--- src/sv/cumhist_ram.sv ---
// Generic single-port-write, single-port-read RAM with registered read data.
// Self-contained; no package dependencies.
module cumhist_ram #(
  parameter int WIDTH = 32,
  parameter int DEPTH = 128
) (
  input  logic                     clk,
  input  logic                     wr_en,
  input  logic [$clog2(DEPTH)-1:0] wr_addr,
  input  logic [WIDTH-1:0]         wr_data,
  input  logic                     rd_en,
  input  logic [$clog2(DEPTH)-1:0] rd_addr,
  output logic [WIDTH-1:0]         rd_data
);

  logic [WIDTH-1:0] mem [DEPTH];

  always_ff @(posedge clk) begin
    if (wr_en) begin
      mem[wr_addr] <= wr_data;
    end
    if (rd_en) begin
      rd_data <= mem[rd_addr];
    end
  end

endmodule

--- config.mk ---
export PLATFORM = sky130hd
export DESIGN_NAME = cumhist_ram
export DESIGN_NICKNAME = d
export VERILOG_FILES = /design/src/sv/cumhist_ram.sv
export SDC_FILE = /design/constraint.sdc
export NUM_CORES = 2
export LEC_CHECK = 0
export ABC_CLOCK_PERIOD_IN_PS = 3300
export BUFFER_PORTS_ARGS = -buffer_cell sky130_fd_sc_hd__buf_2
export CAP_MARGIN = 0
export CORE_ASPECT_RATIO = 1.2
export CORE_MARGIN = 8
export CORE_UTILIZATION = 25
export CTS_CLUSTER_DIAMETER = 150
export DETAILED_ROUTE_END_ITERATION = 8
export GPL_TIMING_DRIVEN = 1
export HOLD_SLACK_MARGIN = 0.1
export SLEW_MARGIN = 20
export SYNTH_ARGS = -nofsm -noshare
export SYNTH_HDL_FRONTEND = slang
export SYNTH_SLANG_ARGS = --single-unit
--- constraint.sdc ---
create_clock -name clk -period 3.3 [get_ports clk]
set_clock_uncertainty 0.1 [all_clocks]
set_input_delay 0 -clock clk [delete_from_list [all_inputs] [get_ports clk]]
set_output_delay 0 -clock clk [all_outputs]
set_load 0.02 [all_outputs]
; ---- Yosys cells after proc, flatten, opt, wreduce, memory -nomap -nowiden
; Memories as Yosys holds them, arrays and structs flattened. A register that Yosys moved wholly into a read port is not among the register bits.
; Index checks and enable logic that the tools add are counted.
[totals]
output_inout_bits = 32
mem_bits_rw = 4096
word_cells = 3
mem_count = 1
register_bits = 0
inputBits = 49
[classes]
mux = 2
[memory_table]
columns = memory, words, width, read_ports, rd_clocked_by_memory_dff, write_ports, line
row1 = mem, 128, 32, 1, 1, 1, 16  ; logic [WIDTH-1:0] mem [DEPTH];
[ops]
columns = op, count
row1 = $mux W1, 2

; ---- Depth between registers and ports, before layout
[logic_depth]
depth_word = 2
ltp_mapped = 8

; ---- Worst setup path after synthesis
; OpenSTA, ideal clock, no wires.
[synth_timing]
kind = input to register
startpoint = in wr_en
endpoint = mem mem[98][0] (enable)
required_time_ns = 2.739
cell_stages = 3
path_slack_ns = -0.039
t_arrival_ns = 2.778
cell_sequence = clkbuf_1 > nand4_1 > nor3_1
[synth_via]
elab_chain_cells = 2
[synth_lines]
columns = element, line
row1 = start: declaration, 8  ; input logic wr_en,
row2 = $mux W1, 19  ; if (wr_en) begin
row3 = $mux W1 (not written as such), 20  ; mem[wr_addr] <= wr_data;
row4 = end: declaration, 16
; Every way passes these cells.

; ---- Worst setup path in the final report
[layout_timing]
startpoint = in wr_addr[0]
endpoint = mem mem[113][0] (enable)
[layout_lines]
columns = element, line
row1 = start: declaration, 9  ; input logic [$clog2(DEPTH)-1:0] wr_addr,
; No word-level cell before the write port.

==> flow_summary.toml <==
[final_layout]
layout_commonest_cell = "edfxtp_1"
nets = 6713
drive_above_1_share = 0.3756
stdcell_count = 15310
final_core_util = 0.2981
areaGrowthSynthToFinish_pct = 18.92
final_cell_mix = "edfxtp_1, mux4_2, clkbuf_16"

[outcome]
status = "completed"

[die]
core_region_area_sq_um = 624700
die_width_um = 738.5
die_h_um = 883.0
die-area_sq_um = 652100
start_util = 0.2507
ios = 81
num_rows = 318

[synth]
yosysUniqueCellTypes = 16
ys_ff_latch = 4128
synthAdderAreaFrac = 0
synthXorXnorAreaFrac = 0
syn_avg_cell_area_sq_um = 26.14
synth_compound_area_frac = 0
synthCells = 5990
syn-num-nets = 6039
synth-simple-area-share = 0.004450
synthesis.area_sq_um = 156600
ys_seq_area_frac = 0.7916
synth_top_family_by_area = "multiplexers"
synth_mux_area_frac = 0.1956
ys_warn_count = 0

[sta]
worst_pin_slew_ns = 1.171
post-route-period-util = 0.9561
slew_viol_final = 0
finalCriticalPeriod_ns = 3.155
hold_violations = 0
rsz0062_at_grt = "false"
fmaxAchievable_ghz = 0.3169
setup_viol = 0
relSlewSlack = 0.2194

[power]
seq_power_share = 0.539
ir_worst_vdd_uv = 433.9
p_per_area_nw_per_um2 = 578.6
clock_power_share = 0.404
power.leakage_nw = 55.64
intPower_mw = 84.80
combPwrFrac = 0.056
p_switching_mw = 22.96
swShare = 0.2130

[global_routing]
grt_pass1_wl_um = 612100
grt_util_all_layers = 0.1325
grt_max_degree = 129
grt_pass1_vias = 73720
grt_overflow = 0
antenna_found_initial = 74

[setup_path]
start_kind = "primary input"
cp_max_fo = 29
end_kind = "flop"
worstPathArrival_ns = 3.59
critical_path_class = "in -> reg"
worstPathRequired_ns = 3.74

[run]
maxCapViolations = 0

[clock_tree]
htree_levels = 5
clk_latency_ns = 0.95
clock_path_buffers = 4
clock-sinks = 4128
tritoncts = "yes"
numCtsBuffers = 364
clkSlewWorstSetupHoldPaths_ns = 0.06
cts_resized = 0
cts_setup_buffers = 0
cts_root_buf = "clkbuf_16"

[placement]
io_buffers = 80
placedCellCount = 14560
gp_congestion = 0.7798
place_hpwl_um = 263200

[route]
first_pass_iters = 5
num_vias = 71970
routed_via_density = 4.702
route.detailed.drc = 0
avgRoutedWirePerCell_um = 29.17
wirelength_um = 446400
ant_nets = 0
drt_iter0_drc = 9040

[min_path]
hold_class = "in -> reg"
-- synthesized netlist by cell type (all sizes together) --
| master | count | area (sq um) |
|---|---|---|
| nand3 | 12 | 60.06 |
| mux2 | 32 | 360.4 |
| or3 | 1 | 6.260 |
| buf | 134 | 628.1 |
| nand2 | 14 | 52.55 |
| edfxtp | 4128 | 124000 |
| nor2b | 7 | 43.79 |
| clkbuf | 182 | 683.2 |
| mux4 | 1344 | 30270 |
| nor3 | 9 | 45.04 |
| nand2b | 2 | 12.51 |
| nor2 | 122 | 457.9 |
| nand4 | 3 | 18.77 |
-- layout make-up --
| class | count | area, sq um |
|---|---|---|
| Fill cell | 59340 | 438400 |
| Sequential cell | 4128 | 124000 |
| Multi-Input combinational cell | 1546 | 32290 |
| Tap cell | 8320 | 10410 |
| Clock buffer | 416 | 9432 |
| Timing Repair Buffer | 624 | 7485 |
| Clock inverter | 237 | 2570 |
| Antenna cell | 34 | 85.08 |
-- sequential cells by signal, indices dropped and copies added (netlist names) --
signal and cells:
mem 4096, rd_data 32
-- critical path: stages --
cell and delay, ns:
dlygate4sd3_1 0.65, buf_2 0.45, nand3_2 0.38, dlygate4sd3_1 0.73, nor2_4 0.10, dlygate4sd3_1 0.67, buf_4 0.54
-- per-stage QoR --
stage	cell area, sq um	setup slack, ns	hold WS [ns]	setup TNS, ns	power [mW]
finish	186200	0.1448	0.1457	0	107.8
detailed placement	173500	-0.3000	0.4365	-2.190	65.33
CTS	186100	0.2852	0.1133	0	108.6
floorplan	156600	-0.03866	-0.001131	-2.553	61.98
global placement	173500	-0.2737	0.4041	-2.126	65.21
global route	186200	0.08995	0.1623	0	110.4
-- power groups by stage --
stage	Sequential, mW	Combinational [mW]	Clock (mW)
2_1_floorplan	59.2	2.79	0
6_report	58.1	6.06	43.6
4_1_cts	58.1	6.14	44.3
3_5_place_dp	59.3	6.05	0
5_1_grt	58.1	6.32	46.0
3_3_place_gp	59.3	5.94	0
-- final timing paths --
check                  startpoint               endpoint  slack (ns)  cells past startpoint
min reg2reg  mem[92][1]$_DFFE_PP_   rd_data[1]$_DFFE_PP_        1.13                      4
min                    wr_data[9]   mem[15][9]$_DFFE_PP_        0.15                      2
max                    wr_addr[0]  mem[113][0]$_DFFE_PP_        0.14                      7
max reg2reg  mem[16][8]$_DFFE_PP_   rd_data[8]$_DFFE_PP_        0.34                      4
-- what timing repair did --
item	4_1_cts	5_1_grt
hold endpoints to repair	7247	16
endpoints found under the setup margin	0	0
hold buffers	57	1
-- logic make-up (layout without fill, tap and decap cells) --
logic type,Yosys count,count (layout)
other,0,34
buffers and inverters,316,1277
muxes,1376,1376
DFF,4128,4128
and+or+nand+nor,170,170
-- metal layers --
| layer | GRT usage | wire [um] | up-vias |
|---|---|---|---|
| met5 | 0 | 230 | - |
| met4 | 0.03668 | 12600 | 36 |
| met3 | 0.02715 | 38590 | 569 |
| met2 | 0.2315 | 226400 | 3428 |
| met1 | 0.1667 | 168500 | 40170 |
| li1 | - | - | 27770 |
(Power assumes the default switching activity.)
