`config.mk`:
```
export PLATFORM = sky130hd
export DESIGN_NAME = cumhist_front
export DESIGN_NICKNAME = d
export VERILOG_FILES = /design/src/sv/cumhist_pkg.sv /design/src/sv/cumhist_front.sv
export SDC_FILE = /design/constraint.sdc
export NUM_CORES = 1
export LEC_CHECK = 0
export BUFFER_PORTS_ARGS = -buffer_cell sky130_fd_sc_hd__buf_4
export CORE_ASPECT_RATIO = 0.5
export CORE_MARGIN = 10
export CORE_UTILIZATION = 58
export CTS_CLUSTER_DIAMETER = 100
export CTS_CLUSTER_SIZE = 40
export DETAILED_ROUTE_END_ITERATION = 7
export PLACE_DENSITY = 0.84
export SLEW_MARGIN = 20
export SYNTH_ARGS = -nofsm -noshare
export SYNTH_HDL_FRONTEND = slang
export SYNTH_SLANG_ARGS = --single-unit
```
`constraint.sdc`:
```
create_clock -name clk -period 10.7 [get_ports clk]
set_input_delay 0 -clock clk [delete_from_list [all_inputs] [get_ports clk]]
set_output_delay 0 -clock clk [all_outputs]
set_load 0.01 [all_outputs]
```
`src/sv/cumhist_pkg.sv`:
```
// Shared types and constants for the cumulative histogram block.
// Used by every module of the block except cumhist_ram; depends on nothing else.
package cumhist_pkg;

  localparam int MAX_ENTRIES_DEF = 64;
  localparam int COUNT_BITS_DEF  = 32;
  localparam int FRAC_BITS_DEF   = 16;

  localparam int IN_COUNT_W = 32;
  localparam int BIN_IDX_W  = 6;
  localparam int VAL_W      = 40;
  localparam logic [VAL_W-1:0] VAL_MAX = {VAL_W{1'b1}};

  localparam int CFG_IDX_W = 2;

  typedef enum logic [CFG_IDX_W-1:0] {
    CFG_DESCENDING     = 2'd0,
    CFG_NORMALIZE      = 2'd1,
    CFG_CONTAINED_ONLY = 2'd2
  } cfg_idx_t;

  typedef struct packed {
    logic descending;
    logic normalize;
    logic contained_only;
  } cfg_t;

  typedef struct packed {
    logic [IN_COUNT_W-1:0] bin_count;
    logic                  last_bin;
  } in_item_t;

  typedef struct packed {
    logic [BIN_IDX_W-1:0] bin_index;
    logic [VAL_W-1:0]     cum_value;
    logic                 is_last;
    logic                 edge_ignored;
    logic                 zero_total;
    logic                 truncated;
  } out_item_t;

endpackage

```
`src/sv/cumhist_front.sv`:
```
// Load side: accepts bin words, writes them into the current bank of the bin store,
// keeps run totals and queues one run summary per histogram. Depends on cumhist_pkg.
module cumhist_front
  import cumhist_pkg::*;
#(
  parameter int MAX_ENTRIES = MAX_ENTRIES_DEF,
  parameter int COUNT_BITS  = COUNT_BITS_DEF,
  localparam int IDX_W = $clog2(MAX_ENTRIES),
  localparam int CNT_W = $clog2(MAX_ENTRIES + 1),
  localparam int SUM_W = COUNT_BITS + IDX_W
) (
  input  logic                  clk,
  input  logic                  rst_n,
  input  logic                  in_push,
  input  in_item_t              in_data,
  output logic                  in_full,
  output logic                  ram_wr_en,
  output logic [IDX_W:0]        ram_wr_addr,
  output logic [COUNT_BITS-1:0] ram_wr_data,
  output logic                  desc_valid,
  output logic [CNT_W-1:0]      desc_n,
  output logic [SUM_W-1:0]      desc_total,
  output logic [COUNT_BITS-1:0] desc_first,
  output logic [COUNT_BITS-1:0] desc_last,
  output logic                  desc_ovf,
  output logic                  desc_bank,
  input  logic                  desc_pop
);

  logic                  bank_r, bank_nxt;
  logic [CNT_W-1:0]      cnt_r, cnt_nxt;
  logic [SUM_W-1:0]      sum_r, sum_nxt;
  logic                  ovf_r, ovf_nxt;
  logic [COUNT_BITS-1:0] first_r, last_r;

  logic [CNT_W-1:0]      qn_r     [2];
  logic [SUM_W-1:0]      qtot_r   [2];
  logic [COUNT_BITS-1:0] qfirst_r [2];
  logic [COUNT_BITS-1:0] qlast_r  [2];
  logic                  qovf_r   [2];
  logic                  qbank_r  [2];
  logic                  qwp_r, qrp_r;
  logic [1:0]            qcnt_r, qcnt_nxt;

  logic                  accept, close, stored;
  logic [COUNT_BITS-1:0] cnt_in, run_first, run_last;
  logic [CNT_W-1:0]      run_cnt;
  logic [SUM_W-1:0]      run_sum;
  logic                  run_ovf;

  always_comb begin
    in_full   = (qcnt_r == 2'd2);
    accept    = in_push && !in_full;
    close     = accept && in_data.last_bin;
    cnt_in    = COUNT_BITS'(in_data.bin_count);
    stored    = (cnt_r < CNT_W'(MAX_ENTRIES));
    run_cnt   = stored ? cnt_r + CNT_W'(1) : cnt_r;
    run_sum   = stored ? sum_r + SUM_W'(cnt_in) : sum_r;
    run_first = (cnt_r == '0) ? cnt_in : first_r;
    run_last  = stored ? cnt_in : last_r;
    run_ovf   = ovf_r | !stored;

    bank_nxt = bank_r;
    cnt_nxt  = cnt_r;
    sum_nxt  = sum_r;
    ovf_nxt  = ovf_r;
    if (accept) begin
      if (close) begin
        bank_nxt = !bank_r;
        cnt_nxt  = '0;
        sum_nxt  = '0;
        ovf_nxt  = 1'b0;
      end else begin
        cnt_nxt = run_cnt;
        sum_nxt = run_sum;
        ovf_nxt = run_ovf;
      end
    end

    qcnt_nxt = qcnt_r + {1'b0, close} - {1'b0, desc_pop};

    ram_wr_en   = accept && stored;
    ram_wr_addr = {bank_r, cnt_r[IDX_W-1:0]};
    ram_wr_data = cnt_in;

    desc_valid = (qcnt_r != 2'd0);
    desc_n     = qn_r[qrp_r];
    desc_total = qtot_r[qrp_r];
    desc_first = qfirst_r[qrp_r];
    desc_last  = qlast_r[qrp_r];
    desc_ovf   = qovf_r[qrp_r];
    desc_bank  = qbank_r[qrp_r];
  end

  always_ff @(posedge clk) begin
    if (!rst_n) begin
      bank_r <= 1'b0;
      cnt_r  <= '0;
      sum_r  <= '0;
      ovf_r  <= 1'b0;
      qwp_r  <= 1'b0;
      qrp_r  <= 1'b0;
      qcnt_r <= 2'd0;
    end else begin
      bank_r <= bank_nxt;
      cnt_r  <= cnt_nxt;
      sum_r  <= sum_nxt;
      ovf_r  <= ovf_nxt;
      qcnt_r <= qcnt_nxt;
      if (close) begin
        qwp_r <= !qwp_r;
      end
      if (desc_pop) begin
        qrp_r <= !qrp_r;
      end
    end
  end

  always_ff @(posedge clk) begin
    if (accept) begin
      first_r <= run_first;
      last_r  <= run_last;
    end
    if (close) begin
      qn_r[qwp_r]     <= run_cnt;
      qtot_r[qwp_r]   <= run_sum;
      qfirst_r[qwp_r] <= run_first;
      qlast_r[qwp_r]  <= run_last;
      qovf_r[qwp_r]   <= run_ovf;
      qbank_r[qwp_r]  <= bank_r;
    end
  end

endmodule

```
Yosys cells after proc, flatten, opt, wreduce, memory -nomap -nowiden
Memory sizes are Yosys's and may differ from the RTL's. A register that Yosys moved wholly into a read port is not among the register bits.
Cells that the tools add are included.
Word-level totals
  bits in registers: 115
  latch bits: 0
  memory bits (writable): 222
  memory bits (read-only): 0
  input port bits: 37
  output and inout port bits: 153
  logic and storage cells: 54
  memories kept: 6
Memory list
  qtot_r: depth 2, bits a word 38, read ports 1, clocked after Yosys merged registers in 1, write ports 1, line cumhist_front.sv:37  | logic [SUM_W-1:0] qtot_r [2];
  qfirst_r: depth 2, bits a word 32, read ports 1, clocked after Yosys merged registers in 1, write ports 1, line cumhist_front.sv:38  | logic [COUNT_BITS-1:0] qfirst_r [2];
  qlast_r: depth 2, bits a word 32, read ports 1, clocked after Yosys merged registers in 1, write ports 1, line cumhist_front.sv:39  | logic [COUNT_BITS-1:0] qlast_r [2];
  qn_r: depth 2, bits a word 7, read ports 1, clocked after Yosys merged registers in 1, write ports 1, line cumhist_front.sv:36  | logic [CNT_W-1:0] qn_r [2];
  qbank_r: depth 2, bits a word 1, read ports 1, clocked after Yosys merged registers in 1, write ports 1, line cumhist_front.sv:41  | logic qbank_r [2];
  qovf_r: depth 2, bits a word 1, read ports 1, clocked after Yosys merged registers in 1, write ports 1, line cumhist_front.sv:40  | logic qovf_r [2];
Cells by class
  add/sub/neg operators: 4
  multipliers: 0
  divide/modulo/power cells: 0
  order comparisons: 1
  eq/ne operators: 1
  shift-type cells: 0
  muxes and demuxes: 21
  bitwise operators: 1
  reductions and logical operators: 11
Operators with widths (count)
  38-bit two-way mux: 2
  32-bit two-way mux: 2
  38-bit by 32-bit adder with 38-bit output: 1
  1-bit two-way mux: 15
  7-bit two-way mux: 2
  7-bit by 1-bit adder with 7-bit output (second input constant): 1
  7-bit logical NOT: 1
  7-bit < comparator (second input constant): 1
  1-bit logical NOT: 5
  1-bit logical AND: 3
  2-bit by 1-bit adder with 2-bit output: 1
  2-bit equality test (second input constant): 1
  2-bit AND reduction: 1
  2-bit nonzero test: 1
  2-bit by 1-bit subtractor with 2-bit output: 1
  1-bit OR: 1

Logic depth before layout (Yosys ltp)
  depth after elaboration: 6
  mapped depth: 11
  gate-level depth less buffers: 11

Worst setup path after synthesis
No wires, ideal clock.
  path kind: reg2reg
  from: register qcnt_r[0]
  to: memory qbank_r[0], enable pin
  library setup time: 583 ps
  arrival time: 7885 ps
  data required time: 10117 ps
  slack: 2232 ps
  stages on the path, launching flop included: 7
  cell sequence: dfxtp_1 -> nand2b_1 -> nand2_1 -> inv_1 -> clkbuf_1 -> nand2_1 -> nor2_1
Between the ends
  longest elaborated chain between the ends: 6
Ends and longest elaborated chain
  start: declaration: line cumhist_front.sv:43  | logic [1:0] qcnt_r, qcnt_nxt;
  start signal: assignment: line cumhist_front.sv:109  | qcnt_r <= qcnt_nxt;
  2-bit equality test: line cumhist_front.sv:52  | in_full = (qcnt_r == 2'd2);
  1-bit logical NOT: line cumhist_front.sv:53  | accept = in_push && !in_full;
  1-bit logical AND: line cumhist_front.sv:53
  via accept: line cumhist_front.sv:45  | logic accept, close, stored;
  1-bit logical AND: line cumhist_front.sv:54  | close = accept && in_data.last_bin;
  1-bit two-way mux: line cumhist_front.sv:124  | if (close) begin
  1-bit two-way mux (not written as such): line cumhist_front.sv:130  | qbank_r[qwp_r] <= bank_r;
  end: declaration: line cumhist_front.sv:41
The timed path passes the listed nets, and every way through them passes these cells.

Worst setup path in the final report
  from: register qcnt_r[0]
  to: memory qfirst_r[0][27] (netlist name), enable pin
Between the ends
  longest elaborated chain between the ends: 6
Ends and longest elaborated chain
  2-bit equality test: line cumhist_front.sv:52
  1-bit logical NOT: line cumhist_front.sv:53
  1-bit logical AND: line cumhist_front.sv:53
  1-bit logical AND: line cumhist_front.sv:54
  1-bit two-way mux: line cumhist_front.sv:124
  1-bit two-way mux (not written as such): line cumhist_front.sv:127  | qfirst_r[qwp_r] <= run_first;
  end: declaration: line cumhist_front.sv:38
No other way between the ends.

==> results by stage <==
Status:
- The run finished with clean final reports.

CTS:
- The clock tree root buffer cell is sky130_fd_sc_hd__clkbuf_16.
- After clock tree synthesis, the setup repair step added 0 buffers.
- TritonCTS built the clock tree.
- The number of clock sinks is 338.
- The clock transition at the register clock pins on the worst setup and hold paths after CTS is 0.14 ns.
- The count of cells resized by post-cts repair is 0.
- CTS built an H-tree with a depth of 1.
- The later pin in the worst-skew pair is clocked with a latency of 0.52 ns.
- The clock buffer count from CTS is 12.
- The maximum buffer depth of the clock tree is 3.

Synth:
- The dominant cell type by area after synthesis is sky130_fd_sc_hd__edfxtp_1.
- The most frequent cell after synthesis is sky130_fd_sc_hd__edfxtp_1.
- After synthesis the cells add up to 0.0153 sq mm.
- Of the post-synthesis cell area, the dominant cell type holds 0.561.
- The number of warnings reported in the yosys synthesis log is 0.
- The async set or reset register ratio after synthesis is 0.
- For this run, the leading register cell type out of synthesis is sky130_fd_sc_hd__edfxtp_1.
- A synthesized cell averages 14.2 sq um.
- By count the netlist is led by sky130_fd_sc_hd__edfxtp_1 (286), sky130_fd_sc_hd__mux2_2 (187), sky130_fd_sc_hd__nand2_1 (74), sky130_fd_sc_hd__dfxtp_1 (52), sky130_fd_sc_hd__buf_4 (40).
- Yosys attributes the largest share of cell area to sky130_fd_sc_hd__edfxtp_1 (56%), sky130_fd_sc_hd__mux2_2 (14%), sky130_fd_sc_hd__dfxtp_1 (6.8%).
- The count of distinct cell types in the synthesized netlist is 64.
- The share of the Yosys chip area taken by registers is 0.629.
- In this run, synthesis produced a sequential element count of 338.
- The number of nets in the synthesized netlist is 1152.
- Counting flops with a built-in enable in the synthesized netlist gives 286.
- Counting every instance in the synthesized netlist gives 1078.

Finish:
- The area added between synthesis and finish is 14.2%.
- Excluding fillers, the count of instances in the completed layout stands at 1586.
- The share of layout cells above drive strength 1 is 0.337.
- The final design utilization is 0.683.
- The net count of the finished layout is 1310.
- 0 antenna diodes ended up in the layout.

Timing:
- The tightest hold path in the finished design has a slack of 0.0968 ns.
- The final-report max-slew violation count is 0.
- Dividing the final minimum period by the clock period gives 0.361.
- Setup total negative slack on the finished layout was measured at 0 ns.
- For the pin with the worst max-slew slack, the measured transition is 1.06 ns.
- The hold violation total from the final report came to 0.
- The remaining max-slew budget at the tightest pin is 0.293.
- Counting I/O delays and the setup requirement, the final critical path takes 3.86 ns.
- The post-route clock skew is 0.0361 ns.
- Setup violations remaining at the end of the flow were counted as 0.
- Setup repair after global routing left no endpoint under its margin.
- The peak clock frequency supported by timing is 0.259 GHz.

Floorplan:
- The row count is 41.
- The die boundary width is 250 um.
- The placeable core region is 0.0256 sq mm.
- The die covers 0.0337 sq mm.
- The effective utilization at floorplan is 0.598.
- The floorplan die height is 135 um.
- The count of boundary I/O pins is 190.

Critical path:
- By startpoint and endpoint, the worst setup path is classified as reg -> reg.
- For the worst setup path, the data required time is 10.84 ns.
- The arrival time of data at the critical path endpoint is 4.01 ns.
- The internal reg-to-reg setup slack is 6.84 ns.
- The worst register-to-register path ends at qfirst_r[0][27].
- The worst register-to-register path has a depth of 7.
- The launch point of the worst reg-to-reg path is qcnt_r[0].
- The kind of launch point of the worst setup path is a flip-flop.
- The endpoint class of the critical path is a flip-flop.
- Of all nets on the critical path, the largest fanout is 73.

Global routing:
- The initial antenna violation count is 0.
- In the global route stage, overall resource usage came out at 0.195.
- The first global-routing pass estimated 53800 um of wire.
- Entering global routing, the biggest net connects 76 pins.
- The leftover overflow at the end of global routing is 0.
- The number of global-route vias before repair is 9604.

Pwr:
- The leakage power figure is 6.44 nW.
- For this design the ratio of total power to cell area is 157 mW/mm^2.
- IR analysis of the VDD net gives a maximum drop of 0.000103 V.

Placed design:
- The last weighted congestion value of the routability-driven placer is 0.946.
- Including well taps, the total number of placed cells is 1530.
- The placed wire-length estimate after detailed placement is 22800 um.
- Port buffering added 189 buffers.

Routing:
- The total wire length is 34100 um.
- Using the TritonRoute via totals, the vias-per-cell ratio works out to 5.85.
- The count of nets left with antenna violations once routing finished came out at 0.
- The via count is 9282.
- After detailed routing, the number of remaining DRC violations is 0.
- The first detailed-routing pass took 5 iterations.
- After the first detailed-routing iteration, the DRC count stood at 817.
- The wire length per cell is 21.5 um.

Worst hold path:
- The worst hold path endpoint is qlast_r[0][1].
- The class of the worst hold path is in -> reg.
- The launch point of the worst hold path is in_data[2].
- The worst hold path passes through 3 cells.

Job:
- The max capacitance violation total is 0.
[registers in the layout, summed over array words and instances (netlist names), named ones only]
name and count:
sum_r 38, first_r 32, qwp_r 1, qfirst_r 64, last_r 32, qovf_r 2
qlast_r 64, qcnt_r 2, ovf_r 1, qtot_r 76, qbank_r 2, qrp_r 1
qn_r 14, bank_r 1, cnt_r 7
[routing by layer]
layer  share of wire  up-vias  GRT usage
met5               0        -          0
met4           0.016        0     0.0382
met3           0.049       40     0.0239
met2            0.51      243      0.355
met1            0.42     4687      0.248
li1                -     4312          -
[power by group]
part / total, mW / internal, mW / switching, mW
logic: 0.537 / 0.238 / 0.299
registers: 1.60 / 1.56 / 0.0394
clock network: 0.615 / 0.235 / 0.380
[final cells by class]
cell class,instances,area (sq um)
Tap cell,344,430
Clock inverter,1,30.0
Multi-Input combinational cell,634,5130
Sequential cell,338,9640
Clock buffer,19,348
Inverter,16,61.3
Fill cell,1757,8110
Timing Repair Buffer,234,1850
[critical path, stage by stage (launching register included)]
cell	delay, ns
sky130_fd_sc_hd__dfxtp_1	0.38
sky130_fd_sc_hd__nand2b_1	0.13
sky130_fd_sc_hd__nand2_1	0.60
sky130_fd_sc_hd__clkinv_2	0.19
sky130_fd_sc_hd__buf_4	0.82
sky130_fd_sc_hd__nand2_1	0.40
sky130_fd_sc_hd__nor2_4	0.17
sky130_fd_sc_hd__buf_4	0.71
[cell families after synthesis]
| kind of cell | after synthesis | synth area share |
|---|---|---|
| flip-flops | 338 | 0.629 |
| AND/OR/NAND/NOR | 197 | 0.0633 |
| multiplexers | 188 | 0.138 |
| XOR/XNOR | 43 | 0.0246 |
| AO/OA/AOI/OAI | 169 | 0.0776 |
| buffers and inverters | 106 | 0.0368 |
| adder cells (fa/ha/maj) | 37 | 0.0307 |
[placed cells by master (no fill, tap or decap), types with 4 or more instances in the layout]
master | Yosys | layout
sky130_fd_sc_hd__and3_1 | 6 | 5
sky130_fd_sc_hd__a31oi_1 | 5 | 5
sky130_fd_sc_hd__a21oi_1 | 38 | 38
sky130_fd_sc_hd__o21bai_1 | 5 | 5
sky130_fd_sc_hd__edfxtp_1 | 286 | 286
sky130_fd_sc_hd__buf_4 | 40 | 198
sky130_fd_sc_hd__nand4_1 | 12 | 12
sky130_fd_sc_hd__o21ai_1 | 4 | 4
sky130_fd_sc_hd__dfxtp_1 | 52 | 50
sky130_fd_sc_hd__nor4_1 | 4 | 4
sky130_fd_sc_hd__inv_1 | 15 | 14
sky130_fd_sc_hd__a22o_1 | 16 | 16
sky130_fd_sc_hd__o21a_1 | 4 | 4
sky130_fd_sc_hd__nand3_1 | 10 | 10
sky130_fd_sc_hd__xor2_1 | 17 | 17
sky130_fd_sc_hd__mux2_2 | 187 | 187
sky130_fd_sc_hd__xnor2_1 | 26 | 26
sky130_fd_sc_hd__nor2_1 | 31 | 30
sky130_fd_sc_hd__nor3_1 | 7 | 7
sky130_fd_sc_hd__o21ai_0 | 33 | 33
sky130_fd_sc_hd__o211ai_1 | 5 | 5
sky130_fd_sc_hd__a21o_1 | 12 | 12
sky130_fd_sc_hd__clkbuf_16 | 0 | 13
sky130_fd_sc_hd__ha_1 | 36 | 36
sky130_fd_sc_hd__a22oi_1 | 13 | 13
sky130_fd_sc_hd__dlygate4sd3_1 | 0 | 36
sky130_fd_sc_hd__and2_1 | 13 | 13
sky130_fd_sc_hd__nand2b_1 | 6 | 6
sky130_fd_sc_hd__clkbuf_1 | 39 | 6
sky130_fd_sc_hd__nor2b_1 | 20 | 20
sky130_fd_sc_hd__nand2_1 | 74 | 74
[stage by stage]
stage | total power [mW] | setup WS (ns) | instance area, sq um
floorplan | 1.96 | 2.23 | 15300
global placement | 2.13 | 6.99 | 16700
detailed placement | 2.15 | 6.84 | 16700
CTS | 2.77 | 6.81 | 17500
global route | 2.86 | 6.50 | 17500
finish | 2.75 | 6.84 | 17500
[how the worst max path moves through the flow]
stage	from	to	slack (ns)	cells past startpoint
global placement	qcnt_r[0]	qfirst_r[0][18]	6.99	7
finish	qcnt_r[0]	qfirst_r[0][27]	6.84	7
detailed placement	qcnt_r[0]	qfirst_r[0][18]	6.84	7
floorplan	qcnt_r[0]	qbank_r[0]	2.23	6
global route	qcnt_r[0]	qfirst_r[0][27]	6.50	7
CTS	qcnt_r[0]	qfirst_r[0][28]	6.81	7
[what timing repair did]
action,in CTS,in global routing
hold buffers,36,0
endpoints found under the setup margin,0,0
hold endpoints to repair,223,0
No activity file was read; power rests on OpenSTA's default activity.
