`src/sv/cumhist_pkg.sv`:
```
// Shared types and constants for the cumulative histogram block.
// Used by every module of the block except cumhist_ram; depends on nothing else.
package cumhist_pkg;

  localparam int MAX_ENTRIES_DEF = 64;
  localparam int COUNT_BITS_DEF  = 32;
  localparam int FRAC_BITS_DEF   = 16;

  localparam int IN_COUNT_W = 32;
  localparam int BIN_IDX_W  = 6;
  localparam int VAL_W      = 40;
  localparam logic [VAL_W-1:0] VAL_MAX = {VAL_W{1'b1}};

  localparam int CFG_IDX_W = 2;

  typedef enum logic [CFG_IDX_W-1:0] {
    CFG_DESCENDING     = 2'd0,
    CFG_NORMALIZE      = 2'd1,
    CFG_CONTAINED_ONLY = 2'd2
  } cfg_idx_t;

  typedef struct packed {
    logic descending;
    logic normalize;
    logic contained_only;
  } cfg_t;

  typedef struct packed {
    logic [IN_COUNT_W-1:0] bin_count;
    logic                  last_bin;
  } in_item_t;

  typedef struct packed {
    logic [BIN_IDX_W-1:0] bin_index;
    logic [VAL_W-1:0]     cum_value;
    logic                 is_last;
    logic                 edge_ignored;
    logic                 zero_total;
    logic                 truncated;
  } out_item_t;

endpackage

```
`src/sv/cumhist_back.sv`:
```
// Emission side: walks one stored run in summation order, accumulates, when normalizing
// divides by the total one quotient bit per cycle and queues result words. Depends on cumhist_pkg.
module cumhist_back
  import cumhist_pkg::*;
#(
  parameter int MAX_ENTRIES = MAX_ENTRIES_DEF,
  parameter int COUNT_BITS  = COUNT_BITS_DEF,
  parameter int FRAC_BITS   = FRAC_BITS_DEF,
  localparam int IDX_W = $clog2(MAX_ENTRIES),
  localparam int CNT_W = $clog2(MAX_ENTRIES + 1),
  localparam int SUM_W = COUNT_BITS + IDX_W
) (
  input  logic                  clk,
  input  logic                  rst_n,
  input  cfg_t                  cfg,
  input  logic                  desc_valid,
  input  logic [CNT_W-1:0]      desc_n,
  input  logic [SUM_W-1:0]      desc_total,
  input  logic [COUNT_BITS-1:0] desc_first,
  input  logic [COUNT_BITS-1:0] desc_last,
  input  logic                  desc_ovf,
  input  logic                  desc_bank,
  output logic                  desc_pop,
  output logic                  ram_rd_en,
  output logic [IDX_W:0]        ram_rd_addr,
  input  logic [COUNT_BITS-1:0] ram_rd_data,
  output logic                  out_empty,
  input  logic                  out_pop,
  output out_item_t             out_data
);

  localparam int DC_W  = $clog2(FRAC_BITS + 1);
  localparam int CMP_W = (SUM_W > VAL_W) ? SUM_W : VAL_W;

  typedef enum logic [4:0] {
    S_IDLE = 5'b00001,
    S_RD   = 5'b00010,
    S_ACC  = 5'b00100,
    S_DIV  = 5'b01000,
    S_PUT  = 5'b10000
  } state_t;

  state_t               state_r, state_nxt;
  logic [SUM_W-1:0]     tot_r, tot_nxt;
  logic [SUM_W-1:0]     run_r, run_nxt;
  logic                 edge_r, edge_nxt;
  logic                 zt_r, zt_nxt;
  logic [IDX_W-1:0]     k_r, k_nxt;
  logic [IDX_W-1:0]     idx_r, idx_nxt;
  logic [SUM_W:0]       rem_r, rem_nxt;
  logic [FRAC_BITS:0]   q_r, q_nxt;
  logic [DC_W-1:0]      dcnt_r, dcnt_nxt;
  logic [VAL_W-1:0]     val_r, val_nxt;

  out_item_t            of_r [2];
  logic                 of_wp_r, of_rp_r;
  logic [1:0]           of_cnt_r;

  logic [IDX_W-1:0]     lastidx, idx_sel;
  logic [SUM_W-1:0]     edge_sum, tot_use, acc;
  logic [SUM_W-1:0]     diff;
  logic                 ge, is_edge, of_push, of_full, of_take;
  logic [CMP_W-1:0]     acc_ext;
  out_item_t            item;

  always_comb begin
    lastidx  = IDX_W'(desc_n - CNT_W'(1));
    idx_sel  = cfg.descending ? lastidx - k_r : k_r;
    edge_sum = SUM_W'(desc_first) + SUM_W'(desc_last);
    if (!cfg.contained_only) begin
      tot_use = desc_total;
    end else if (desc_n == CNT_W'(1)) begin
      tot_use = '0;
    end else begin
      tot_use = desc_total - edge_sum;
    end

    is_edge = (idx_r == '0) || (idx_r == lastidx);
    acc     = run_r + SUM_W'(ram_rd_data);
    acc_ext = CMP_W'(acc);

    ge   = (rem_r >= {1'b0, tot_r});
    diff = ge ? SUM_W'(rem_r - {1'b0, tot_r}) : SUM_W'(rem_r);

    of_full = (of_cnt_r == 2'd2);
    of_take = out_pop && (of_cnt_r != 2'd0);

    item.bin_index    = BIN_IDX_W'(idx_r);
    item.cum_value    = val_r;
    item.is_last      = (k_r == lastidx);
    item.edge_ignored = edge_r;
    item.zero_total   = zt_r;
    item.truncated    = desc_ovf;

    state_nxt = state_r;
    tot_nxt   = tot_r;
    run_nxt   = run_r;
    edge_nxt  = edge_r;
    zt_nxt    = zt_r;
    k_nxt     = k_r;
    idx_nxt   = idx_r;
    rem_nxt   = rem_r;
    q_nxt     = q_r;
    dcnt_nxt  = dcnt_r;
    val_nxt   = val_r;
    ram_rd_en = 1'b0;
    of_push   = 1'b0;
    desc_pop  = 1'b0;

    unique case (state_r)
      S_IDLE: begin
        if (desc_valid) begin
          tot_nxt   = tot_use;
          edge_nxt  = cfg.contained_only && ((desc_first != '0) || (desc_last != '0));
          zt_nxt    = cfg.normalize && (tot_use == '0);
          run_nxt   = '0;
          k_nxt     = '0;
          state_nxt = S_RD;
        end
      end
      S_RD: begin
        ram_rd_en = 1'b1;
        idx_nxt   = idx_sel;
        state_nxt = S_ACC;
      end
      S_ACC: begin
        if (cfg.contained_only && is_edge) begin
          val_nxt   = '0;
          state_nxt = S_PUT;
        end else begin
          run_nxt = acc;
          if (!cfg.normalize) begin
            val_nxt   = (acc_ext > CMP_W'(VAL_MAX)) ? VAL_MAX : VAL_W'(acc_ext);
            state_nxt = S_PUT;
          end else if (zt_r) begin
            val_nxt   = '0;
            state_nxt = S_PUT;
          end else begin
            rem_nxt   = {1'b0, acc};
            q_nxt     = '0;
            dcnt_nxt  = '0;
            state_nxt = S_DIV;
          end
        end
      end
      S_DIV: begin
        rem_nxt  = {diff, 1'b0};
        q_nxt    = {q_r[FRAC_BITS-1:0], ge};
        dcnt_nxt = dcnt_r + DC_W'(1);
        if (dcnt_r == DC_W'(FRAC_BITS)) begin
          val_nxt   = VAL_W'(q_nxt);
          state_nxt = S_PUT;
        end
      end
      S_PUT: begin
        if (!of_full) begin
          of_push = 1'b1;
          if (k_r == lastidx) begin
            desc_pop  = 1'b1;
            state_nxt = S_IDLE;
          end else begin
            k_nxt     = k_r + IDX_W'(1);
            state_nxt = S_RD;
          end
        end
      end
      default: begin
        state_nxt = S_IDLE;
      end
    endcase

    ram_rd_addr = {desc_bank, idx_sel};
    out_empty   = (of_cnt_r == 2'd0);
    out_data    = of_r[of_rp_r];
  end

  always_ff @(posedge clk) begin
    if (!rst_n) begin
      state_r  <= S_IDLE;
      of_wp_r  <= 1'b0;
      of_rp_r  <= 1'b0;
      of_cnt_r <= 2'd0;
    end else begin
      state_r  <= state_nxt;
      of_cnt_r <= of_cnt_r + {1'b0, of_push} - {1'b0, of_take};
      if (of_push) begin
        of_wp_r <= !of_wp_r;
      end
      if (of_take) begin
        of_rp_r <= !of_rp_r;
      end
    end
  end

  always_ff @(posedge clk) begin
    tot_r  <= tot_nxt;
    run_r  <= run_nxt;
    edge_r <= edge_nxt;
    zt_r   <= zt_nxt;
    k_r    <= k_nxt;
    idx_r  <= idx_nxt;
    rem_r  <= rem_nxt;
    q_r    <= q_nxt;
    dcnt_r <= dcnt_nxt;
    val_r  <= val_nxt;
    if (of_push) begin
      of_r[of_wp_r] <= item;
    end
  end

  a_ofifo_bound: assert property (@(posedge clk) disable iff (!rst_n)
    of_cnt_r != 2'd3)
    else $error("Result queue count out of range.");

  a_run_ends_idle: assert property (@(posedge clk) disable iff (!rst_n)
    (of_push && item.is_last) |=> (state_r == S_IDLE))
    else $error("Sequencer did not return to idle after the final word of a run.");

  a_div_len: assert property (@(posedge clk) disable iff (!rst_n)
    (state_r == S_DIV && dcnt_r == DC_W'(FRAC_BITS)) |=> (state_r == S_PUT))
    else $error("Divider did not finish after the expected number of steps.");

  a_pop_has_run: assert property (@(posedge clk) disable iff (!rst_n)
    desc_pop |-> (desc_valid && state_r == S_PUT))
    else $error("Run summary released without a pending run.");

endmodule
```
`config.mk`:
```
export PLATFORM = sky130hd
export DESIGN_NAME = cumhist_back
export DESIGN_NICKNAME = d
export VERILOG_FILES = /design/src/sv/cumhist_pkg.sv /design/src/sv/cumhist_back.sv
export SDC_FILE = /design/constraint.sdc
export NUM_CORES = 1
export LEC_CHECK = 0
export BUFFER_PORTS_ARGS = -buffer_cell sky130_fd_sc_hd__buf_2
export CORE_MARGIN = 2
export CORE_UTILIZATION = 35
export CTS_CLUSTER_SIZE = 20
export DETAILED_ROUTE_END_ITERATION = 10
export GPL_ROUTABILITY_DRIVEN = 0
export PLACE_DENSITY = 0.5
export SLEW_MARGIN = 20
export SYNTH_ARGS = -nofsm -noshare
export SYNTH_HDL_FRONTEND = slang
export SYNTH_SLANG_ARGS = --single-unit
export TNS_END_PERCENT = 5
```
`constraint.sdc`:
```
create_clock -name clk -period 7.7 [get_ports clk]
set_input_delay 1.155 -clock clk [delete_from_list [all_inputs] [get_ports clk]]
set_output_delay 1.155 -clock clk [all_outputs]
set_load 0.01 [all_outputs]
```
======== Word level (Yosys, flattened, before mapping) ========
Memories as Yosys holds them, arrays and structs flattened. A register that Yosys moved wholly into a read port is not among the register bits.
Index checks and enable logic that the tools add are counted.
storage, ports and cells
  memories kept ........................... 1
  logic and storage cells ................. 113
  memory bits (writable) .................. 100
  register bits ........................... 199
  output and inout bits ................... 60
memory list
  memory  words  bits a word  rd ports  clocked after Yosys merged registers in  wr ports  line                text
  of_r    2      50           1         1                                        1         cumhist_back.sv:55  out_item_t of_r [2];
operators by class
  multiplexer cells ....................... 46
  reduce and logical (&&, ||, !) cells .... 23
  $lt $le $gt $ge ......................... 1
  add/subtract/negate cells ............... 10
  equality and inequality tests ........... 18
operators by type and width
  cell                  number
  $mux W38              5
  $mux W40              4
  $mux W39              3
  $pmux W40 S2          1
  $pmux W39 S2          1
  $pmux W38 S2          1
  $reduce_bool A32 Y1   2
  $mux W16              3
  $mux W5               9
  $ge A39 B38 Y1        1
  $add A38 B32 Y38      1
  $logic_not A38 Y1     1
  $sub A38 B33 Y38      1
  $sub A38 B38 Y38      1
  $add A32 B32 Y33      1
  $pmux W16 S2          1
  $pmux W5 S5           1
  $mux W6               4
  $ne A2 B2 Y1 const B  7
  $eq A6 B6 Y1          2
  $pmux W6 S2           1
  $eq A5 B5 Y1 const B  2
  $mux W1               10
  $pmux W5 S2           1
  other kinds (23)      34

======== Longest topological paths before layout ========
  word-level depth ........................ 6
  depth in mapped cells ................... 16
  depth with buffers taken out ............ 16

======== Worst setup path before layout ========
No wires, ideal clock.
  kind .................................... in2reg
  start point ............................. input port desc_n[2]
  end point ............................... register dcnt_r[0] (enable)
  setup time .............................. 561 ps
  stages on the path ...................... 9
  slack ................................... 424 ps
  arrival ................................. 6715 ps
  buffers on the path ..................... 1
  path through ............................ or3_1 > buf_6 > nor3_1 > xnor2_1 > nand3b_1 > o21ai_0 > nand2_1 > nand3b_1 > o21ai_0
on the way
  cells in the longest elaborated chain, start to end .. 6
ends and longest elaborated chain
  element                      line                 text
  start, declared              cumhist_back.sv:17   input logic [CNT_W-1:0] desc_n,
  $sub A6 B1 Y6                cumhist_back.sv:67   lastidx = IDX_W'(desc_n - CNT_W'(1));
  $eq A6 B6 Y1                 cumhist_back.sv:78   is_edge = (idx_r == '0) || (idx_r == lastidx);
  $logic_or A1 B1 Y1           cumhist_back.sv:78
  $logic_and A1 B1 Y1          cumhist_back.sv:127  if (cfg.contained_only && is_edge) begin
  $ne A2 B2 Y1 (no line)       --
  $reduce_and A4 Y1 (no line)  --
  end signal, assigned         cumhist_back.sv:204  dcnt_r <= dcnt_nxt;
  end, declared                cumhist_back.sv:52   logic [DC_W-1:0] dcnt_r, dcnt_nxt;
No other way between the ends.
A chain may end at the register's enable or synchronous reset.

======== Worst setup path after layout ========
  start point ............................. input port desc_total[0]
  end point ............................... register zt_r (data pin)
on the way
  cells in the longest elaborated chain, start to end .. 5
ends and longest elaborated chain
  element               line                 text
  start, declared       cumhist_back.sv:18   input logic [SUM_W-1:0] desc_total,
  $sub A38 B33 Y38      cumhist_back.sv:75   tot_use = desc_total - edge_sum;
  $mux W38              cumhist_back.sv:72   end else if (desc_n == CNT_W'(1)) begin
  $mux W38              cumhist_back.sv:70   if (!cfg.contained_only) begin
  named net tot_use[4]  cumhist_back.sv:60   logic [SUM_W-1:0] edge_sum, tot_use, acc;
  $logic_not A38 Y1     cumhist_back.sv:115  zt_nxt = cfg.normalize && (tot_use == '0);
  $logic_and A1 B1 Y1   cumhist_back.sv:115
  end signal, assigned  cumhist_back.sv:199  zt_r <= zt_nxt;
  end, declared         cumhist_back.sv:47   logic zt_r, zt_nxt;
The timed path passes the listed nets, and every way through them passes these cells.

==> run_results.csv <==
group,metric,value,unit
pwr,pwr-share-seq,0.346,
finish,fillCellCount,5244,
finish,layout_commonest_cell,"edfxtp_1",
global_route,antenna_found_initial,0,
global_route,grt-ovfl-total,0,
hold_path,holdPathStages,0,
finish,mostFrequentLayoutCells,"edfxtp_1, buf_2, inv_1",
synth,synth_top_family_by_area,"compound AO/OA/AOI/OAI gates",
setup_path,criticalPathCategory,"in -> reg",
timing,fmax,180.2,MHz
floorplan,fp-row-count,85,
timing,fin_crit,5549,ps
detailed_routing,routed_wirelength,52.95,mm
hold_path,holdPathEnd,"of_r[1][26]",
synth,syn_area,19160,sq um
global_route,grtUsageTotal,0.1841,
timing,tns,0,ps
global_route,grt_start_max_net_pins,61,
detailed_routing,first_iter_violations,972,
synth,synth_area_leaders,"edfxtp_1, ha_1, fa_1",
synth,synthMuxAreaShare,0.05283,
synth,synth.distinct_cells,80,
global_route,grt_pass1_wl,82.09,mm
timing,whs,443.5,ps
pwr,swShare,0.3611,
pwr,total_power,0.006152,W
setup_path,reg2reg_depth,13,
cts,cts_max_path_buffers,3,
setup_path,crit_required,8040,ps
timing,tightest_slew,1002,ps
timing,final_max_slew_viol_count,0,
synth,yosys_warnings,0,
cts,cts_hold_buf,0,
detailed_routing,vias,14531,
pwr,ir_worst_vdd,0.0001677,V
finish,utilization,0.4087,
setup_path,regToRegSetupSlack,3160,ps
floorplan,start_util,0.3554,
setup_path,critical_path.startpoint_type,"primary input",
cts,cts_max_level,2,
cts,root_buffer,"clkbuf_16",
finish,area_growth,15.00,%
pwr,power_frac_comb,0.399,
synth,yosys.area_share.simple,0.1345,
floorplan,die_area,56630,sq um
synth,syn_inst,1799,
place,dp_cells,2654,
cts,cts_buffers,34,
cts,cts_resized,0,
finish,antenna_cells,0,
timing,hold_viol_final,0,
place,hpwl,40.39,mm
setup_path,worstPathArrival,5890,ps
timing,period_share,0.7207,
job,cap_violations,0,
cts,postCtsSetupRepairBufs,0,
finish,drive_gt1_frac,0.1735,
detailed_routing,vias_per_cell,5.356,
setup_path,cp-end-kind,"flop",
synth,synth_top_cell_area_share,0.4451,
finish,nets,2296,
cts,clkTransAtPathRegs,60,ps
floorplan,die_w,238.0,um
timing,grt_setup_unrepaired,"false",
synth,seq_area_frac_synth,0.4555,
pwr,p_per_area,279.2,nW/um^2
pwr,power_leakage,8.946,nW
synth,async_reset_ff_frac,0,
finish,finalNonFillerCells,2713,
timing,skew,19.45,ps
global_route,grt_pass1_vias,14450,
detailed_routing,drtPass1Iterations,7,
timing,max-slew-margin-rel,0.3281,
pwr,pwr-share-clk,0.255,
synth,synth-main-ff-cell,"edfxtp_1",
synth,synth-compound-area-share,0.1536,
hold_path,hold_class,"reg -> reg",
detailed_routing,drc,0,
cts,clock_latency,530,ps
detailed_routing,ant_nets,0,
floorplan,core-area,53920,sq um
synth,yosys.area_share.xor_xnor,0.04617,
pwr,p_int,0.003930,W
timing,setup_viol,0,
detailed_routing,routedWlPerCell,19.52,um
synth,synth_edf_count,284,
hold_path,worstHoldStart,"val_r[22]",
setup_path,critPathMaxFanout,3,
floorplan,chipHeight,238.0,um
setup_path,reg2reg_to,"rem_r[35]",
place,io_buffers,205,
synth,synthAdderAreaFrac,0.1130,
synth,synth-seq-cells,294,
pwr,switchingPower,0.002222,W
setup_path,reg2reg_from,"tot_r[1]",
synth,avgSynthCellArea,10.65,sq um
status,status,"finished clean",
cts,clock_sinks,294,
floorplan,ioPinCount,210,
synth,synth_largest_area_cell,"edfxtp_1",
cts,tritoncts,"yes",
metal layers:
| layer | track usage | wire length, um |
|---|---|---|
| met3 | 0.02291 | 2429 |
| met2 | 0.3005 | 24160 |
| met5 | 0 | 0 |
| met1 | 0.2581 | 25170 |
| met4 | 0.05000 | 1184 |
critical path, cell delays in order:
cell and delay [ps]:
buf_2 90, inv_1 60, fa_1 570, inv_1 50, ha_1 190, or2_2 310, fa_1 430, a21o_1 210
a211oi_1 240, o32ai_1 120, or4_1 550, or4b_1 490, nor4_1 580, nand4_1 190, nor4b_2 250, nand4b_1 170
nor4_2 230
how the worst max path moves through the flow:
| stage | from | end | slack, ps | depth (start not counted) |
|---|---|---|---|---|
| 2_1_floorplan | desc_n[2] | dcnt_r[0] | 420 | 9 |
| 3_3_place_gp | desc_total[0] | zt_r | 1740 | 17 |
| 3_5_place_dp | desc_total[0] | zt_r | 1630 | 17 |
| 4_1_cts | desc_total[0] | zt_r | 2170 | 17 |
| 5_1_grt | desc_total[0] | zt_r | 2020 | 17 |
| 6_report | desc_total[0] | zt_r | 2150 | 17 |
final cells by class:
cell class	count	area, sq um	area share
Sequential cell	294	8730	0.3962
Multi-Input combinational cell	1286	9627	0.4369
Tap cell	696	870.8	0.03952
Timing Repair Buffer	224	1169	0.05303
Inverter	154	578.1	0.02623
Clock buffer	42	880.8	0.03997
Clock inverter	17	180.2	0.008177
registers in the layout, summed over array words and instances (netlist names), named ones only:
name / flops
of_r: 96
rem_r: 39
run_r: 38
tot_r: 38
val_r: 38
q_r: 16
idx_r: 6
k_r: 6
dcnt_r: 5
state_r: 5
of_cnt_r: 2
edge_r: 1
of_rp_r: 1
of_wp_r: 1
zt_r: 1
per-stage QoR:
| step | worst slack, ps | instance area, sq um |
|---|---|---|
| finish | 2151 | 22030 |
| global route | 2023 | 22030 |
| CTS | 2170 | 22030 |
| detailed placement | 1630 | 20970 |
| global placement | 1739 | 20970 |
| floorplan | 423.9 | 19160 |
kinds of logic after synthesis:
kind of cell	count (synthesis)
adders and majority gates	152
DFF	294
and+or+nand+nor	505
other	1
buffers and inverters	220
AOI/OAI and AO/OA	431
xor gates and xnor gates	101
muxes	95
synth_stat cells, types with 10 or more instances:
cell and instances:
o21bai_1 27, inv_1 154, nand4_1 27, a211oi_1 15, o21a_1 14, nor2b_1 13
fa_1 35, xnor2_1 59, o31ai_1 13, nand3_1 39, xor2_1 42, a21oi_1 92
nor3_1 42, mux2i_1 46, or3_1 19, and2_1 31, edfxtp_1 284, o21ai_0 75
nand3b_1 10, nand2_1 86, mux2_2 49, dfxtp_1 10, ha_1 117, clkbuf_1 54
a31oi_1 16, nor2_1 144, and3_1 22, nor4_1 24, a21o_1 61
power groups by stage:
stage	Combinational, W	Clock [W]	Sequential, W
4_1_cts	0.00245	0.00162	0.00213
6_report	0.00245	0.00157	0.00213
5_1_grt	0.00272	0.00166	0.00215
3_3_place_gp	0.00243	0	0.00216
3_5_place_dp	0.00244	0	0.00217
2_1_floorplan	0.00177	0	0.00213
(Power assumes the default switching activity.)
